## src/hw/rtl/bba_heads.sv

```systemverilog
`default_nettype none

// Free-list head registers, one per order, with a search for the
// smallest non-empty order at or above a given order.
module bba_heads #(
	parameter int NORD = 17,
	parameter int IW   = 14,
	parameter int OW   = 5
) (
	input  wire logic          clk,
	input  wire logic          arst_n,
	input  wire logic [OW-1:0] rd_idx,
	output logic      [IW-1:0] rd_data,
	input  wire logic          wr_en,
	input  wire logic [OW-1:0] wr_idx,
	input  wire logic [IW-1:0] wr_data,
	input  wire logic [OW-1:0] min_ord,
	output logic               found,
	output logic      [OW-1:0] found_ord
);

	localparam logic [IW-1:0] NIL = IW'(1) << (IW - 1);

	logic [IW-1:0] heads_q [NORD];

	always_ff @(posedge clk or negedge arst_n) begin
		if (!arst_n) begin
			for (int o = 0; o < NORD; o++) begin
				heads_q[o] <= (o == NORD - 1) ? '0 : NIL;
			end
		end else if (wr_en) begin
			heads_q[wr_idx] <= wr_data;
		end
	end

	assign rd_data = heads_q[rd_idx];

	// scan downward so the lowest qualifying order wins
	always_comb begin
		found     = 1'b0;
		found_ord = '0;
		for (int o = NORD - 1; o >= 0; o--) begin
			if (OW'(o) >= min_ord && !heads_q[o][IW-1]) begin
				found     = 1'b1;
				found_ord = OW'(o);
			end
		end
	end

endmodule

`default_nettype wire

```

## config.mk

```make
export PLATFORM = sky130hd
export DESIGN_NAME = bba_heads
export DESIGN_NICKNAME = d
export VERILOG_FILES = /design/src/hw/rtl/bba_heads.sv
export SDC_FILE = /design/constraint.sdc
export NUM_CORES = 1
export LEC_CHECK = 0
export ABC_CLOCK_PERIOD_IN_PS = 3000
export BUFFER_PORTS_ARGS = -buffer_cell sky130_fd_sc_hd__buf_4
export CORE_UTILIZATION = 40
export CTS_BUF_LIST = sky130_fd_sc_hd__clkbuf_4 sky130_fd_sc_hd__clkbuf_8
export DETAILED_ROUTE_END_ITERATION = 6
export PLACE_DENSITY = 0.6
export REMOVE_ABC_BUFFERS = 1
export SYNTH_ARGS = -nofsm -noshare
export SYNTH_HDL_FRONTEND = slang
export SYNTH_SLANG_ARGS = --single-unit
```

## constraint.sdc

```tcl
create_clock -name clk -period 3 [get_ports clk]
set_input_delay 0.6 -clock clk [delete_from_list [all_inputs] [get_ports clk]]
set_output_delay 0.6 -clock clk [all_outputs]
set_load 0.02 [all_outputs]
```

==> results.sh <==
export IMPL_layout_min_cycle_time_ns=2.96
export IMPL_synth_ff_type="dfrtp_1"
export IMPL_finalHoldViolCount=0
export IMPL_largest_reg_flops=238
export IMPL_postSynthCellCount=756
export IMPL_ys_ff_latch=238
export IMPL_synth_compound_area_share_pct=2.84
export IMPL_cap_violations=0
export IMPL_clk_pin_slew_ns=0.06
export IMPL_root_buffer="clkbuf_8"
export IMPL_ios=52
export IMPL_globalRouteTotalUtil_pct=20.3
export IMPL_r2r_start="heads_q[125]$_DFFE_PN1P_"
export IMPL_grt_overflow=0
export IMPL_crit_fanout=3
export IMPL_grt_pass1_vias=7443
export IMPL_coreArea_um2=27300
export IMPL_first_pass_iters=4
export IMPL_synth_area_per_cell_um2=14.8
export IMPL_fp_dieArea_um2=28700
export IMPL_place_congestion=0.790
export IMPL_drive_above_1_share_pct=56.1
export IMPL_crit_start="heads_q[125]$_DFFE_PN1P_"
export IMPL_clk_latency_ns=0.56
export IMPL_powerDensity_nw_per_um2=672
export IMPL_p_leak_uw=0.00587
export IMPL_wirelength_mm=27.9
export IMPL_drtIter0Drc=367
export IMPL_tightest_slew_ns=0.630
export IMPL_ant_nets=0
export IMPL_endpoint_kind="primary output"
export IMPL_synth_xor_area_share_pct=0
export IMPL_die_y_um=169
export IMPL_clock_skew_final_ns=0
export IMPL_finalNetCount=861
export IMPL_die_width_um=169
export IMPL_async_flop_share_pct=100
export IMPL_yosys_warnings=0
export IMPL_clockBufferDepth=3
export IMPL_synth_seq_area_share_pct=53.3
export IMPL_timing_fmax_mhz=338
export IMPL_largest_registers="heads_q: 238 flops"
export IMPL_final_common_cell="mux2_2"
export IMPL_drc=0
export IMPL_worstHoldPathType="in -> async"
export IMPL_synthAdderAreaFrac_pct=0
export IMPL_final_cell_mix="mux2_2 (238), dfrtp_1 (222), buf_4 (78), mux4_2 (56), clkbuf_8 (49)"
export IMPL_required_ns=2.40
export IMPL_grt_max_degree=82
export IMPL_io_buffer_count=51
export IMPL_rows=60
export IMPL_syn_area_um2=11200
export IMPL_cts_tree="built"
export IMPL_setup_tns_ns=0
export IMPL_status="finished clean"
export IMPL_area_growth_syn_to_layout_pct=16.7
export IMPL_ir_drop_mv=0.411
export IMPL_critPathArrivalTime_ns=2.36
export IMPL_final_cells=1232
export IMPL_cts_sinks=238
export IMPL_vias_per_cell=5.53
export IMPL_htree_num_levels=2
export IMPL_grt_pass1_wl_mm=43.8
export IMPL_drt_wirelength_per_cell_um=22.6
export IMPL_dp_cells=1157
export IMPL_cts_hold_buffers=0
export IMPL_slew_headroom_pct=58.0
export IMPL_fin_crit_sh_pct=98.5
export IMPL_dp_hpwl_mm=17.1
export IMPL_via_count=6809
export IMPL_maxSlewViolCount=0
export IMPL_yosysUniqueCellTypes=44
export IMPL_worst_setup_path_start_kind="register"
export IMPL_setup_violations=0
export IMPL_start_util_pct=41.2
export IMPL_numCtsBuffers=41
export IMPL_synth_simple_gate_area_share_pct=3.95
export IMPL_path_class="reg -> out"
export IMPL_synth_top_family_by_area="multiplexers"
export IMPL_antenna_found_initial=0
export IMPL_synthMuxAreaShare_pct=37.6
export IMPL_synth_edf_count=0
export IMPL_regMostFlops="heads_q"
-- metrics by stage --
| step | hold WS (ns) | utilization [%] | setup WS, ns | area, µm² | power, µW |
|---|---|---|---|---|---|
| floorplan | 0.304 | - | 0.300 | 11000 | 5180 |
| global placement | 0.481 | 44.7 | 0.177 | 12200 | 5650 |
| detailed placement | 0.487 | 44.7 | 0.126 | 12200 | 5770 |
| CTS | 0.0281 | 47.9 | -0.00287 | 13100 | 8900 |
| global route | 0.0635 | 48.1 | -0.0236 | 13100 | 9250 |
| finish | 0.0203 | 48.1 | 0.0438 | 13100 | 8800 |
-- logic make-up (layout without fill, tap and decap cells) --
logic type / count (synthesis) / in the layout
AO/OA/AOI/OAI: 52 / 52
buffers and inverters: 57 / 160
flip-flops: 238 / 238
multiplexers: 322 / 322
other: 0 / 1
AND/OR/NAND/NOR: 87 / 87
-- layer usage --
metal / wire length [µm] / up-vias / track usage (%) / share of wire [%]
met5: 0 / - / 0 / 0
met1: 12100 / 3633 / 26.1 / 43
met3: 1070 / 55 / 3.71 / 3.8
li1: - / 2963 / - / -
met4: 797 / 0 / 7.60 / 2.9
met2: 13900 / 158 / 34.3 / 50
-- synthesized netlist by cell type (2+ instances only) --
cell / n / area share, %
a211oi_1: 4 / 0.27
a21o_1: 2 / 0.13
a21oi_1: 18 / 0.80
a311oi_1: 2 / 0.16
and2_0: 2 / 0.11
and2_1: 2 / 0.11
and3_1: 2 / 0.11
and3b_1: 3 / 0.23
buf_1: 3 / 0.10
buf_2: 23 / 1.0
buf_4: 3 / 0.20
clkbuf_1: 27 / 0.90
dfrtp_1: 222 / 50
dfstp_2: 16 / 3.7
mux2_2: 238 / 24
mux2i_1: 28 / 2.5
mux4_2: 56 / 11
nand2_1: 14 / 0.47
nand2b_1: 3 / 0.17
nand3_1: 2 / 0.089
nand4_1: 2 / 0.11
nor2_1: 31 / 1.0
nor2b_1: 4 / 0.22
nor3_1: 9 / 0.40
nor4_1: 2 / 0.11
o21ai_0: 16 / 0.71
o22ai_1: 2 / 0.11
or2_2: 2 / 0.11
or3_1: 3 / 0.17
-- power by group --
group	leakage (µW)	total, µW	switching, µW	internal [µW]
Sequential	0.00301	4200	327	3870
Clock	0.000465	3090	1300	1790
Combinational	0.00240	1520	596	922
Total	0.00587	8800	2220	6580
-- final timing paths --
path / cells past startpoint / endpoint / slack, ns
min in group clk: 2 / heads_q[112]$_DFFE_PN0P_ / 0.42
hold reg to reg: 1 / heads_q[88]$_DFFE_PN0P_ / 0.50
setup / recovery: 6 / found_ord[2] / 0.04
setup reg to reg: 2 / heads_q[125]$_DFFE_PN1P_ / 2.16
max in group asynchronous: 2 / heads_q[87]$_DFFE_PN0P_ / 2.16
hold / removal: 1 / heads_q[154]$_DFFE_PN0P_ / 0.02
-- final cells by class --
class                      instances  area, µm²
clock inverter                     6       57.6
timing repair buffer              87        761
multi-input combinational        461       5030
sequential                       238       5980
fill                            2386      14200
tap                              372        465
antenna                            1       2.50
clock buffer                      67        810
-- worst max-delay path, cell delays in order (launching register included) --
cell,delay (ns)
dfstp_2,0.54
nor2_2,0.04
and2_1,0.13
or4_4,0.51
nand2b_4,0.16
a311oi_2,0.26
buf_4,0.18
-- timing repair --
item,4_1_cts,5_1_grt
endpoints found under the setup margin,1,3
gates resized for setup,0,8
pin swaps,1,2
hold endpoints to repair,0,0
setup buffers,1,0
No activity file was read; power rests on OpenSTA's default activity.
